--- src/rtl/core/ctt_pkg.sv ---
package ctt_pkg;

  localparam int unsigned CmdW  = 3;
  localparam int unsigned MeasW = 14;
  localparam int unsigned SpW   = 11;
  localparam int unsigned HourW = 5;
  localparam int unsigned MinW  = 6;
  localparam int unsigned SecW  = 6;
  localparam int unsigned ModeW = 3;
  localparam int unsigned HystW = 10;
  localparam int unsigned CfgIdxW  = 1;
  localparam int unsigned CfgDataW = HystW;

  localparam logic [HystW-1:0] HystReset  = HystW'(10);
  localparam logic [HourW-1:0] LimitReset = HourW'(5);

  localparam logic [MinW-1:0] MinMax = MinW'(59);
  localparam logic [SecW-1:0] SecMax = SecW'(59);

  typedef enum logic [CmdW-1:0] {
    CMD_TICK   = 3'd0,
    CMD_MODE   = 3'd1,
    CMD_START  = 3'd2,
    CMD_STOP   = 3'd3,
    CMD_UP     = 3'd4,
    CMD_DOWN   = 3'd5,
    CMD_CLEAR  = 3'd6,
    CMD_SAMPLE = 3'd7
  } cmd_e;

  localparam logic [ModeW-1:0] MODE_SEC     = 3'd0;
  localparam logic [ModeW-1:0] MODE_TEN_SEC = 3'd1;
  localparam logic [ModeW-1:0] MODE_MIN     = 3'd2;
  localparam logic [ModeW-1:0] MODE_TEN_MIN = 3'd3;
  localparam logic [ModeW-1:0] MODE_HOUR    = 3'd4;

  localparam logic [CfgIdxW-1:0] REG_HYST       = 1'b0;
  localparam logic [CfgIdxW-1:0] REG_HOUR_LIMIT = 1'b1;

endpackage

--- src/rtl/core/cooking_timer_thermostat_unit.sv ---
// Countdown cooker controller with a hysteresis thermostat. Each accepted event
// (tick, mode, start, stop, up, down, clear, sample) yields exactly one result:
// the time, step mode, cooking and heater flags after the event, plus a buzzer
// flag for a tick that ended cooking at zero. One event is taken every clock
// cycle while in_stall_o is low; a result is offered once its event has passed
// the input register and then the state/result register. The time, mode and
// flag registers are updated by combinational logic, which sets that rate.
// The output channel is registered, so the input side keeps taking events while
// a result waits, until both the input and result registers are full.
// Configuration writes should only be made with no event in flight.
module cooking_timer_thermostat_unit (
  input  logic                          clk_i,
  input  logic                          rst_ni,
  input  logic                          cfg_we_i,
  input  logic [ctt_pkg::CfgIdxW-1:0]   cfg_index_i,
  input  logic [ctt_pkg::CfgDataW-1:0]  cfg_wdata_i,
  input  logic                          in_valid_i,
  output logic                          in_stall_o,
  input  logic [ctt_pkg::CmdW-1:0]      cmd_i,
  input  logic [ctt_pkg::MeasW-1:0]     measured_tenths_i,
  input  logic [ctt_pkg::SpW-1:0]       setpoint_tenths_i,
  output logic                          out_valid_o,
  input  logic                          out_stall_i,
  output logic [ctt_pkg::HourW-1:0]     hours_left_o,
  output logic [ctt_pkg::MinW-1:0]      minutes_left_o,
  output logic [ctt_pkg::SecW-1:0]      seconds_left_o,
  output logic [ctt_pkg::ModeW-1:0]     step_mode_o,
  output logic                          cooking_o,
  output logic                          heater_on_o,
  output logic                          buzzer_pulse_o
);
  import ctt_pkg::*;

  localparam int unsigned CmpW = MeasW + 1;

  typedef struct packed {
    logic [HourW-1:0] hour;
    logic [MinW-1:0]  min;
    logic [SecW-1:0]  sec;
  } time_t;

  function automatic time_t add_minutes(time_t t, logic [3:0] n);
    time_t      r;
    logic [6:0] sum;
    r   = t;
    sum = {1'b0, t.min} + {3'b000, n};
    if (sum <= {1'b0, MinMax}) begin
      r.min = sum[MinW-1:0];
    end else begin
      r.min  = MinW'(sum - 7'd60);
      r.hour = t.hour + HourW'(1);
    end
    return r;
  endfunction

  function automatic time_t add_seconds(time_t t, logic [3:0] n);
    time_t      r;
    logic [6:0] sum;
    r   = t;
    sum = {1'b0, t.sec} + {3'b000, n};
    if (sum <= {1'b0, SecMax}) begin
      r.sec = sum[SecW-1:0];
    end else begin
      r     = add_minutes(t, 4'd1);
      r.sec = SecW'(sum - 7'd60);
    end
    return r;
  endfunction

  function automatic time_t sub_seconds(time_t t, logic [3:0] n);
    time_t      r;
    logic [6:0] wrap;
    r    = t;
    wrap = {1'b0, t.sec} + 7'd60 - {3'b000, n};
    if (t.sec >= {2'b00, n}) begin
      r.sec = t.sec - {2'b00, n};
    end else if (t.min != '0) begin
      r.min = t.min - MinW'(1);
      r.sec = wrap[SecW-1:0];
    end else if (t.hour != '0) begin
      r.hour = t.hour - HourW'(1);
      r.min  = MinMax;
      r.sec  = wrap[SecW-1:0];
    end else begin
      r = '0;
    end
    return r;
  endfunction

  function automatic time_t sub_minutes(time_t t, logic [3:0] n);
    time_t      r;
    logic [6:0] wrap;
    r    = t;
    wrap = {1'b0, t.min} + 7'd60 - {3'b000, n};
    if (t.min >= {2'b00, n}) begin
      r.min = t.min - {2'b00, n};
    end else if (t.hour != '0) begin
      r.hour = t.hour - HourW'(1);
      r.min  = wrap[MinW-1:0];
    end else begin
      r = '0;
    end
    return r;
  endfunction

  // configuration
  logic [HystW-1:0] hyst_q;
  logic [HourW-1:0] limit_q;

  always_ff @(posedge clk_i or negedge rst_ni) begin
    if (!rst_ni) begin
      hyst_q  <= HystReset;
      limit_q <= LimitReset;
    end else if (cfg_we_i) begin
      unique case (cfg_index_i)
        REG_HYST:       hyst_q  <= cfg_wdata_i[HystW-1:0];
        REG_HOUR_LIMIT: limit_q <= cfg_wdata_i[HourW-1:0];
        default:        ;
      endcase
    end
  end

  // input register
  logic             s1_valid_q;
  logic [CmdW-1:0]  s1_cmd_q;
  logic [MeasW-1:0] s1_meas_q;
  logic [SpW-1:0]   s1_sp_q;
  logic             out_valid_q;
  logic             advance;
  logic             in_xfer;

  assign advance    = s1_valid_q && (!out_valid_q || !out_stall_i);
  assign in_stall_o = s1_valid_q && !advance;
  assign in_xfer    = in_valid_i && !in_stall_o;

  always_ff @(posedge clk_i or negedge rst_ni) begin
    if (!rst_ni) begin
      s1_valid_q <= 1'b0;
    end else if (in_xfer) begin
      s1_valid_q <= 1'b1;
    end else if (advance) begin
      s1_valid_q <= 1'b0;
    end
  end

  always_ff @(posedge clk_i) begin
    if (in_xfer) begin
      s1_cmd_q  <= cmd_i;
      s1_meas_q <= measured_tenths_i;
      s1_sp_q   <= setpoint_tenths_i;
    end
  end

  // state, which doubles as the result register
  time_t            time_q, time_d;
  logic [ModeW-1:0] mode_q, mode_d;
  logic             run_q, run_d;
  logic             heat_q, heat_d;
  logic             buzz_q, buzz_d;

  time_t            up_time, down_time, tick_time;
  logic             time_nz;
  logic [CmpW-1:0]  lo_sum, hi_sum, meas_ext;

  assign time_nz   = (time_q != '0);
  assign tick_time = sub_seconds(time_q, 4'd1);
  assign meas_ext  = CmpW'(s1_meas_q);
  assign lo_sum    = meas_ext + CmpW'(hyst_q);
  assign hi_sum    = CmpW'(s1_sp_q) + CmpW'(hyst_q);

  always_comb begin
    up_time = time_q;
    if (time_q.hour < limit_q) begin
      unique case (mode_q)
        MODE_SEC:     up_time = add_seconds(time_q, 4'd1);
        MODE_TEN_SEC: up_time = add_seconds(time_q, 4'd10);
        MODE_MIN:     up_time = add_minutes(time_q, 4'd1);
        MODE_TEN_MIN: up_time = add_minutes(time_q, 4'd10);
        MODE_HOUR:    up_time.hour = time_q.hour + HourW'(1);
        default:      ;
      endcase
      // reaching the hour limit drops minutes and seconds
      if (up_time.hour == limit_q) begin
        up_time.min = '0;
        up_time.sec = '0;
      end
    end
  end

  always_comb begin
    down_time = time_q;
    unique case (mode_q)
      MODE_SEC:     down_time = sub_seconds(time_q, 4'd1);
      MODE_TEN_SEC: down_time = sub_seconds(time_q, 4'd10);
      MODE_MIN:     down_time = sub_minutes(time_q, 4'd1);
      MODE_TEN_MIN: down_time = sub_minutes(time_q, 4'd10);
      MODE_HOUR: begin
        if (time_q.hour != '0) begin
          down_time.hour = time_q.hour - HourW'(1);
        end else begin
          down_time = '0;
        end
      end
      default: ;
    endcase
  end

  always_comb begin
    time_d = time_q;
    mode_d = mode_q;
    run_d  = run_q;
    heat_d = heat_q;
    buzz_d = 1'b0;
    unique case (cmd_e'(s1_cmd_q))
      CMD_TICK: begin
        if (run_q) begin
          if (time_nz) begin
            time_d = tick_time;
          end else begin
            run_d  = 1'b0;
            heat_d = 1'b0;
            buzz_d = 1'b1;
          end
        end
      end
      CMD_MODE:  mode_d = (mode_q >= MODE_HOUR) ? MODE_SEC : mode_q + ModeW'(1);
      CMD_START: run_d = run_q || time_nz;
      CMD_STOP: begin
        run_d  = 1'b0;
        heat_d = 1'b0;
      end
      CMD_UP:   time_d = up_time;
      CMD_DOWN: time_d = down_time;
      CMD_CLEAR: begin
        time_d = '0;
        run_d  = 1'b0;
        heat_d = 1'b0;
      end
      CMD_SAMPLE: begin
        // on below setpoint minus band, off above setpoint plus band
        if (run_q) begin
          priority if (lo_sum < CmpW'(s1_sp_q)) begin
            heat_d = 1'b1;
          end else if (meas_ext > hi_sum) begin
            heat_d = 1'b0;
          end else begin
            heat_d = heat_q;
          end
        end
      end
      default: ;
    endcase
  end

  always_ff @(posedge clk_i or negedge rst_ni) begin
    if (!rst_ni) begin
      time_q <= '0;
      mode_q <= MODE_SEC;
      run_q  <= 1'b0;
      heat_q <= 1'b0;
      buzz_q <= 1'b0;
    end else if (advance) begin
      time_q <= time_d;
      mode_q <= mode_d;
      run_q  <= run_d;
      heat_q <= heat_d;
      buzz_q <= buzz_d;
    end
  end

  always_ff @(posedge clk_i or negedge rst_ni) begin
    if (!rst_ni) begin
      out_valid_q <= 1'b0;
    end else if (advance) begin
      out_valid_q <= 1'b1;
    end else if (!out_stall_i) begin
      out_valid_q <= 1'b0;
    end
  end

  assign out_valid_o    = out_valid_q;
  assign hours_left_o   = time_q.hour;
  assign minutes_left_o = time_q.min;
  assign seconds_left_o = time_q.sec;
  assign step_mode_o    = mode_q;
  assign cooking_o      = run_q;
  assign heater_on_o    = heat_q;
  assign buzzer_pulse_o = buzz_q;

endmodule

--- config.mk ---
export PLATFORM = sky130hd
export DESIGN_NAME = cooking_timer_thermostat_unit
export DESIGN_NICKNAME = d
export VERILOG_FILES = /design/src/rtl/core/ctt_pkg.sv /design/src/rtl/core/cooking_timer_thermostat_unit.sv
export SDC_FILE = /design/constraint.sdc
export NUM_CORES = 1
export LEC_CHECK = 0
export BUFFER_PORTS_ARGS = -buffer_cell sky130_fd_sc_hd__buf_2
export CAP_MARGIN = 25
export CELL_PAD_IN_SITES_DETAIL_PLACEMENT = 0
export CELL_PAD_IN_SITES_GLOBAL_PLACEMENT = 1
export CORE_ASPECT_RATIO = 1.1
export CORE_MARGIN = 2
export CORE_UTILIZATION = 35
export CTS_CLUSTER_DIAMETER = 100
export DETAILED_ROUTE_END_ITERATION = 10
export PLACE_DENSITY_LB_ADDON = 0.3
export SKIP_CTS_REPAIR_TIMING = 1
export SLEW_MARGIN = 30
export SYNTH_ARGS = -nofsm -noshare
export SYNTH_HDL_FRONTEND = slang
export SYNTH_SLANG_ARGS = --single-unit
--- constraint.sdc ---
create_clock -name clk_i -period 14.2 [get_ports clk_i]
set_clock_uncertainty 0.15 [all_clocks]
set_input_delay 2.84 -clock clk_i [delete_from_list [all_inputs] [get_ports clk_i]]
set_output_delay 2.84 -clock clk_i [all_outputs]
set_load 0.01 [all_outputs]
Yosys cells after proc, flatten, opt, wreduce, memory -nomap -nowiden

Index checks and enable logic that the tools add are counted.

Flip-flop bits (word level): 68
Input port bits: 44
Output and inout bits: 25
Word-level logic and storage cells: 163

Add/subtract/negate cells: 23
Order comparisons: 12
Eq/ne operators: 31
Muxes and demuxes: 55
Bitwise logic cells: 1
Reduce and logical (&&, ||, !) cells: 27

Operators with widths:

| cell                                                            | count |
|---|---|
| two-way mux 17 bit                                              | 5 |
| case mux 17 bit (5 select lines)                                | 1 |
| case mux 17 bit (4 select lines)                                | 1 |
| two-way mux 11 bit                                              | 6 |
| two-way mux 6 bit                                               | 11 |
| two-way mux 12 bit                                              | 4 |
| case mux 12 bit (4 select lines)                                | 1 |
| two-way mux 5 bit                                               | 8 |
| less-or-equal comparator 7 x 6 -> 1 bit (second input constant) | 4 |
| case mux 5 bit (5 select lines)                                 | 1 |
| != test 3 bit (second input constant)                           | 8 |
| subtractor 6 x 1 -> 6 bit (second input constant)               | 4 |
| subtractor 6 x 4 -> 6 bit (second input constant)               | 4 |
| subtractor 6 bit (second input constant)                        | 4 |
| nonzero test 17 bit                                             | 1 |
| adder 14 x 10 -> 15 bit                                         | 1 |
| equality test 3 bit (second input constant)                     | 5 |
| < comparator 15 x 11 -> 1 bit                                   | 1 |
| adder 6 x 1 -> 7 bit (second input constant)                    | 2 |
| adder 6 x 4 -> 7 bit (second input constant)                    | 2 |
| greater-than comparator 14 x 12 -> 1 bit                        | 1 |
| two-way mux 1 bit                                               | 14 |
| adder 11 x 10 -> 12 bit                                         | 1 |
| adder 6 bit (second input constant)                             | 2 |
| 34 further kinds                                                | 57 |

Longest topological paths before layout

Gate-level depths: netlist (run 1).

Word-level depth: 10
Mapped depth: 20
Mapped depth without buffers: 20

Worst setup path before layout (run 1)

Ideal clock, no wire load.

Path kind: input port to output port
Start: input out_stall_i
End: output in_stall_o
Arrival: 3.026 ns
Required time: 11.210 ns
Setup slack: 8.184 ns
Stages: 2
Buffers on the path: 0
Path through: nand3_1 inv_1

Word-level cells in the longest chain between the ends: 5

Ends and longest elaborated chain:

| what              | RTL line                             | source |
|---|---|---|
| from (decl)       | cooking_timer_thermostat_unit.sv:23  | `input logic out_stall_i,` |
| logical NOT 1 bit | n/a                                  |  |
| logical OR 1 bit  | cooking_timer_thermostat_unit.sv:132 | `assign advance = s1_valid_q && (!out_valid_q \|\| !out_stall_i);` |
| logical AND 1 bit | cooking_timer_thermostat_unit.sv:132 |  |
| logical NOT 1 bit | cooking_timer_thermostat_unit.sv:133 | `assign in_stall_o = s1_valid_q && !advance;` |
| logical AND 1 bit | cooking_timer_thermostat_unit.sv:133 |  |
| to (decl)         | cooking_timer_thermostat_unit.sv:18  | `output logic in_stall_o,` |

Every way passes these cells.

Worst setup path after layout (run 1)

Same ends and word-level chain as after synthesis.

==> results.md, run 1 <==
- Status: completed
- Layout area overhead: 12.22%
- Die area: 0.02311 mm2
- VDD IR-drop max: approximately 0.080 mV
- Total gr overflow: 0
- Min-delay worst type: flop to flop
- Detailed router's first-iteration violation count: 408
- Commonest cells after routing, fill and taps aside: 91 x ha_1, 72 x nand2_1, 67 x buf_2, 65 x a21oi_1, 60 x o21ai_0
- Worst EP required: about 11 ns
- Combinational share of power: 65.6%
- Routed vias/inst: roughly 5.6
- TritonRoute pass-1 iters: 5
- Max Root-Sink Buffers: 2
- Top Ports: 69
- Area of the core: 0.02144 mm2
- Final ANT Viol Nets: 0
- Routed vias: just under 7000
- Worst setup SP type: primary input
- Final period utilization: between 40% and 50%
- Tmin final: around 6.2 ns
- YS warnings: 0
- Commonest non-fill, non-tap cell in the layout: ha_1
- PD cells: between 200 and 250 mW/mm2
- Asr flop ratio synth: 58.82%
- DRC violations left: 0
- Pins Over Slew Limit: 0
- Final Cell Area: 0.008605 mm2
- Layout Cells excl Fill: between 1000 and 1500
- CP peak stage delay: about 0.13 ns
- Distinct cells, synth: 83
- RD Place Congestion: ~0.84
- Total of flip-flops plus latches after synthesis: 68
- Mapped Avg Cell Area: approximately 8.4 um2
- CP Cell Sequence: buf_2, nand3_1, inv_1, buf_2
- First-pass GRT wire length: 36830 um
- Critical-path top delay cell: buf_2
- WS Path Type: primary input to output port
- Buf/Inv on CP: 3
- Initial Util: roughly 36%
- EDFF count, synth: 28
- Max Cap Violations: 0
- Initial antenna violation count: 0
- Root Buffer Master: clkbuf_16
- Data arrival, critical path: 3.22 ns
- Dpl hpwl: 17180 um
- Power, Total: ~0.0018 W
- RSZ-0062 raised after global routing: false
- Die width: 145.1 um
- Antenna diodes: 0
- Seq/Total Area, Yosys: 24.09%
- Switching power: approximately 0.00094 W
- CP Max Fanout: 3
- Sw frac: between 50 and 60%
- Clk sinks: 68
- CTS tree: yes
- Final hold violation count: 0
- CTS Buf Count: 9
- Area of the mapped netlist: 0.007667 mm2
- Seq pwr share: around 20%
- Dpl cells: between 1000 and 1500
- Die Span Y: between 150 and 200 um
- Post-Synthesis Cells: 910
- P_int: approximately 0.0009 W
- Vias in the first global route: roughly 6800
- Most used DFF post-synth: dfrtp_1
- # port buffers: roughly 70
- CP endpoint kind: output port
- Clock-pin slew on the worst setup and hold paths: roughly 0.06 ns
- Fmax: approximately 0.16 GHz
- Share of cells above drive strength 1: between 10 and 15%
- H-tree depth: 3
- Crit path max-delay family: buffers and inverters
- Final wirelength: 22450 um
- Final setup violation count: 0
- LEAKAGE: between 3 and 4 nW
- Worst-margin pin slew: between 0.9 and 1 ns
- Placed inst area: between 0.008 and 0.009 mm2
- Setup_tns: 0 ns
- Row Count: 56
- Global-route usage over all layers: 19.62%
- Clk network pwr share: between 10% and 20%
- Largest net degree at the start of global routing: between 40 and 50
- CP dominant cell by count: buf_2
- Syn nets: roughly 1000
- Final #Nets: 1091
- Worst slew margin: 36.08%
- DR WL/cell: around 18 um
- Clk_lat worst skew: about 0.35 ns
==> layout make-up <==
type	count	area [um2]
clock buffers	10	229.0
clock inverters	6	111.4
fillers	2254	12840
inverters	59	221.5
multi-input cells	738	5415
flip-flops and latches	68	1847
well taps	290	362.8
repair buffers	78	417.9
==> power groups by stage <==
stage | clock [W] | combinational (W) | sequential (W)
2_1_floorplan | 0 | 0.000953 | 0.000301
3_3_place_gp | 0 | 0.00119 | 0.000372
3_5_place_dp | 0 | 0.00119 | 0.000371
4_1_cts | 0.000268 | 0.00120 | 0.000367
5_1_grt | 0.000279 | 0.00135 | 0.000380
6_report | 0.000265 | 0.00121 | 0.000367
==> kinds of logic after synthesis <==
family | count (synthesis) | synth area share [%]
AO/OA/AOI/OAI | 298 | 26.37
XOR/XNOR | 70 | 8.094
adder cells (fa/ha/maj) | 93 | 15.37
buffers and inverters | 104 | 5.516
flip-flops | 68 | 24.09
multiplexers | 24 | 3.427
AND/OR/NAND/NOR | 253 | 17.13
==> worst reg2reg max path, cell delays in order, from the launching register on <==
cell      delay (ns)
dfrtp_1         0.71
inv_1           0.23
ha_1            0.45
inv_1           0.10
ha_1            0.20
a21o_1          0.18
a211oi_1        0.29
o31ai_1         0.13
buf_4           0.21
nor4_1          0.37
mux2i_1         0.25
o211ai_1        0.18
xnor2_1         0.59
inv_1           0.24
o21ai_4         0.31
a21oi_1         0.07
o32a_1          0.37
==> registers in the layout (all words and copies together), names as in the netlist, 3 cells and up <==
name and flops:
s1_meas_q 14, s1_sp_q 11, hyst_q 10, minutes_left_o 6, seconds_left_o 6, hours_left_o 5, limit_q 5, s1_cmd_q 3
step_mode_o 3
==> synth_stat cells, types with 23 or more instances <==
master    instances  area [um2]
o21ai_0          60       300.3
dfrtp_1          36       900.9
edfxtp_1         28       840.8
inv_1            57       214.0
a21o_1           23       172.7
ha_1             91        1139
a21oi_1          65       325.3
clkbuf_1         32       120.1
nand2_1          72       270.3
xnor2_1          52       455.4
nor3_1           26       130.1
nor2_1           52       195.2
==> per-stage QoR <==
step                      setup WS, ns  hold slack, ns  util, %
final                            7.987          0.3351    40.13
after global routing             7.932          0.3969    40.13
after floorplan                  8.184          0.3293        -
after CTS                        7.982          0.3482    40.13
after detailed placement         7.982          0.3356    38.54
after global placement           7.986          0.3329    38.52
==> worst paths after layout <==
kind                       slack, ns                       endpoint  depth (start not counted)                           from
setup / recovery                7.99                     in_stall_o                          4                    out_stall_i
min in group asynchronous       2.34  seconds_left_o[5]$_DFFE_PN0P_                          1                         rst_ni
setup reg to reg                9.06  minutes_left_o[2]$_DFFE_PN0P_                         16  seconds_left_o[2]$_DFFE_PN0P_
hold reg to reg                 0.34     buzzer_pulse_o$_DFFE_PN0P_                          2     buzzer_pulse_o$_DFFE_PN0P_
max in group asynchronous      11.15          hyst_q[4]$_DFFE_PN0P_                          1                         rst_ni
hold / removal                  0.34     buzzer_pulse_o$_DFFE_PN0P_                          2     buzzer_pulse_o$_DFFE_PN0P_
==> metal layers <==
layer  global-route usage, %  share of wire (%)
met5                       0                  0
met4                   6.328                2.2
met3                   1.977                3.5
met2                   34.61                 49
met1                   25.22                 45
No activity file was read; power rests on OpenSTA's default activity.
==> inputs of run 2 (changes only) <==
- ABC_AREA: unset -> 1
- clock period: 14.2 -> 6 ns (I/O delays scaled with it)
==> run 2 against run 1 <==
  * Final cell count increased by 16%
  * Die area grew 1.5%
  * Worst setup slack got worse by 6.6 ns
  * Hold slack got worse by 0.0070 ns
  * Global-route usage increased by 1.2 points
  * Synthesized area increased by 1.5%
  * Sequential share of layout area decreased by 0.19 points
  * First-iteration DRC count rose by 18%
  * Design area increased by 0.89%
  * Wire length rose by 7.1%
  * Critical path depth up 15
  * Combinational power is 140% higher
  * Highest routed layer unchanged
==> results.md, run 2 <==
- Status: completed
- CP endpoint kind: flop
- Fmax: between 0.2 and 0.25 GHz
- H-tree depth: 3 (unchanged)
- VDD IR-drop max: 0.1651 mV (+110%)
- Max reg flops: 14 (unchanged)
- Die width: 146.2 um (+0.73%)
- Final wirelength: 24030 um (+7.1%)
- YS warnings: 0 (unchanged)
- Worst hold slack: 0.3281 ns (-0.006960 ns)
- Initial Util: 35.43% (-0.33 points)
- Detailed router's first-iteration violation count: 480 (+18%)
- Clock-pin slew on the worst setup and hold paths: 0.07 ns (about the same)
- Root Buffer Master: clkbuf_16
- Pins Over Slew Limit: 0 (unchanged)
- Max Root-Sink Buffers: 2 (unchanged)
- Die area: 0.02345 mm2 (+1.5%)
- Clk sinks: 68 (unchanged)
- Cell taking the most area after synthesis: ha_1
- Min-delay worst type: flop to flop
- Final ANT Viol Nets: 0 (unchanged)
- Total of flip-flops plus latches after synthesis: 68 (unchanged)
- Layout area overhead: 11.54%
- Initial antenna violation count: 0 (unchanged)
- Dpl hpwl: 18660 um (+8.6%)
- Syn nets: 1224 (+17%)
- Commonest cells after routing, fill and taps aside: 251 x nand2_1, 120 x inv_1, 91 x ha_1, 87 x nand3_1, 72 x o21ai_0
- Largest net degree at the start of global routing: 41 (unchanged)
- Setup WS pre-CTS: 1.559 ns (-6.424 ns)
- CP peak stage delay: 0.77 ns (+0.64 ns)
- Leading post-synthesis cells by cell area: ha_1 15%, nand2_1 12%, dfrtp_1 12%
- Vias in the first global route: 7296 (+7.9%)
- PD cells: 493.8 mW/mm2 (+130%)
- # port buffers: 68 (unchanged)
- Worst-margin pin slew: 0.9815 ns (+0.02710 ns)
- Biggest register: s1_meas_q
- Row Count: 57 (+1.8%)
- Max Cap Violations: 0 (unchanged)
- Synth top area share: 14.63% (-0.22 points)
- DRC violations left: 0 (unchanged)
- Setup_tns: 0 ns (unchanged)
- Die Span Y: 160.4 um (+0.73%)
- Routed vias/inst: 5.179 (-6.8%)
- Final worst slack: 1.395 ns (-6.591 ns)
- Area of the mapped netlist: 0.007782 mm2 (+1.5%)
- CP dominant cell by count: inv_1
- Fillcell total: 2363 (+4.8%)
- Routed vias: 7479 (+7.7%)
- Clk_lat worst skew: 0.34 ns (about the same)
- Most frequent cell after synthesis: nand2_1
- Top Ports: 69 (unchanged)
- EDFF count, synth: 28 (unchanged)
- Antenna diodes: 0 (unchanged)
- DR WL/cell: 16.64 um (-7.4%)
- Distinct cells, synth: 58 (-30%)
- First-pass GRT wire length: 39160 um (+6.4%)
- Largest registers: s1_meas_q (14), s1_sp_q (11), hyst_q (10)
- TritonRoute pass-1 iters: 5 (unchanged)
- Buf/Inv on CP: 5 (+2)
- Total gr overflow: 0 (unchanged)
- Share of cells above drive strength 1: 15.67% (+0.86 points)
- Final setup violation count: 0 (unchanged)
- Most used DFF post-synth: dfrtp_1
- Asr flop ratio synth: 58.82% (unchanged)
- Mapped Avg Cell Area: 7.160 um2 (-15%)
- LEAKAGE: 4.247 nW (+18%)
- Critical-path top delay cell: nor2_1
- Final #Nets: 1281 (+17%)
- Tmin final: 4.605 ns
- CP Max Fanout: 11 (+8)
- Final period utilization: around three quarters
- Area of the core: 0.02197 mm2 (+2.5%)
- RD Place Congestion: 0.8855 (+5.7%)
- FF/Latch Area: 0.001847 mm2 (unchanged)
- CTS Buf Count: 9 (unchanged)
- WS Path Type: flop to flop
- Worst EP required: 6.08 ns (-5.13 ns)
- Data arrival, critical path: 4.68 ns (+1.46 ns)
- CTS tree: yes
- Worst slew margin: 34.32% (-1.8 points)
- Synth top cells by count: 251 x nand2_1, 121 x inv_1, 91 x ha_1
- Global-route usage over all layers: 20.85% (+1.2 points)
- RSZ-0062 raised after global routing: false
- Worst setup SP type: flop
- Seq/Total Area, Yosys: 23.73% (-0.36 points)
- Crit path max-delay family: simple AND/OR/NAND/NOR gates
- Area of the multi-input gates: 0.005268 mm2 (-2.7%)
- Commonest non-fill, non-tap cell in the layout: nand2_1
- Post-Synthesis Cells: 1087 (+19%)
- Final hold violation count: 0 (unchanged)
- CP Cell Sequence: inv_1, ha_1, nand3_1, nor2_1, inv_1, nor2_2, inv_1, nor2_1, nand2_1, nand3_1, inv_1, nand2_2, nor2_2, inv_2, a21oi_1, o21ai_1, nor2_1, nand2_1, nand2_1
## run 2: cells by family (layout without fill, tap and decap cells)
group | after synthesis | after routing | synth area share, %
flip-flops | 68 | 68 | 23.73
AND/OR/NAND/NOR | 488 | 488 | 29.66
adder cells (fa/ha/maj) | 93 | 93 | 15.14
XOR/XNOR | 47 | 47 | 5.386
multiplexers | 5 | 5 | 0.7234
AO/OA/AOI/OAI | 220 | 220 | 16.70
buffers and inverters | 166 | 228 | 8.650
## run 2: power by group
part	switching, W	total, W	internal [W]
combinational	0.00198	0.00296	0.000975
clock	0.000221	0.000528	0.000307
sequential	0.000223	0.000800	0.000577
total	0.00243	0.00429	0.00186
## run 2: through the flow
step | instance area (um2) | total power [W] | utilization (%) | cells
after floorplan | 7782 | 0.002962 | - | 1087
after global placement | 8381 | 0.003769 | 38.15 | 1428
after detailed placement | 8381 | 0.003742 | 38.15 | 1428
after CTS | 8676 | 0.004292 | 39.50 | 1444
after global routing | 8681 | 0.004727 | 39.52 | 1444
final | 8681 | 0.004286 | 39.52 | 1444
## run 2: worst paths after layout
kind                            slack, ns  cells past startpoint                             to                         from
worst min register to register       0.33                      2        heater_on_o$_DFFE_PN0P_      heater_on_o$_DFFE_PN0P_
worst max-delay path                 1.40                     19  seconds_left_o[0]$_DFFE_PN0P_  hours_left_o[1]$_DFFE_PN0P_
worst max register to register       1.40                     19  seconds_left_o[0]$_DFFE_PN0P_  hours_left_o[1]$_DFFE_PN0P_
min in group asynchronous            0.80                      2         limit_q[3]$_DFFE_PN0P_                       rst_ni
worst min-delay path                 0.33                      2        heater_on_o$_DFFE_PN0P_      heater_on_o$_DFFE_PN0P_
max in group asynchronous            4.49                      2  seconds_left_o[3]$_DFFE_PN0P_                       rst_ni
## run 2: metal layers
metal  track usage [%]  wire length (um)
met5                 0                 0
met4             6.531               549
met3             2.642               888
met2             36.04             11780
met1             27.16             10820
## run 2: cell type report
| type | instances | area share [%] |
|---|---|---|
| Multi-Input combinational cell | 853 | 60.68 |
| Sequential cell | 68 | 21.27 |
| Inverter | 141 | 6.212 |
| Clock buffer | 10 | 2.883 |
| Tap cell | 295 | 4.252 |
| Timing Repair Buffer | 71 | 4.180 |
| Clock inverter | 6 | 0.5189 |
## run 2: worst min-delay path: stages (launching register included)
cell	delay, ns
dfrtp_1	0.34
nand2_1	0.05
o31ai_1	0.05
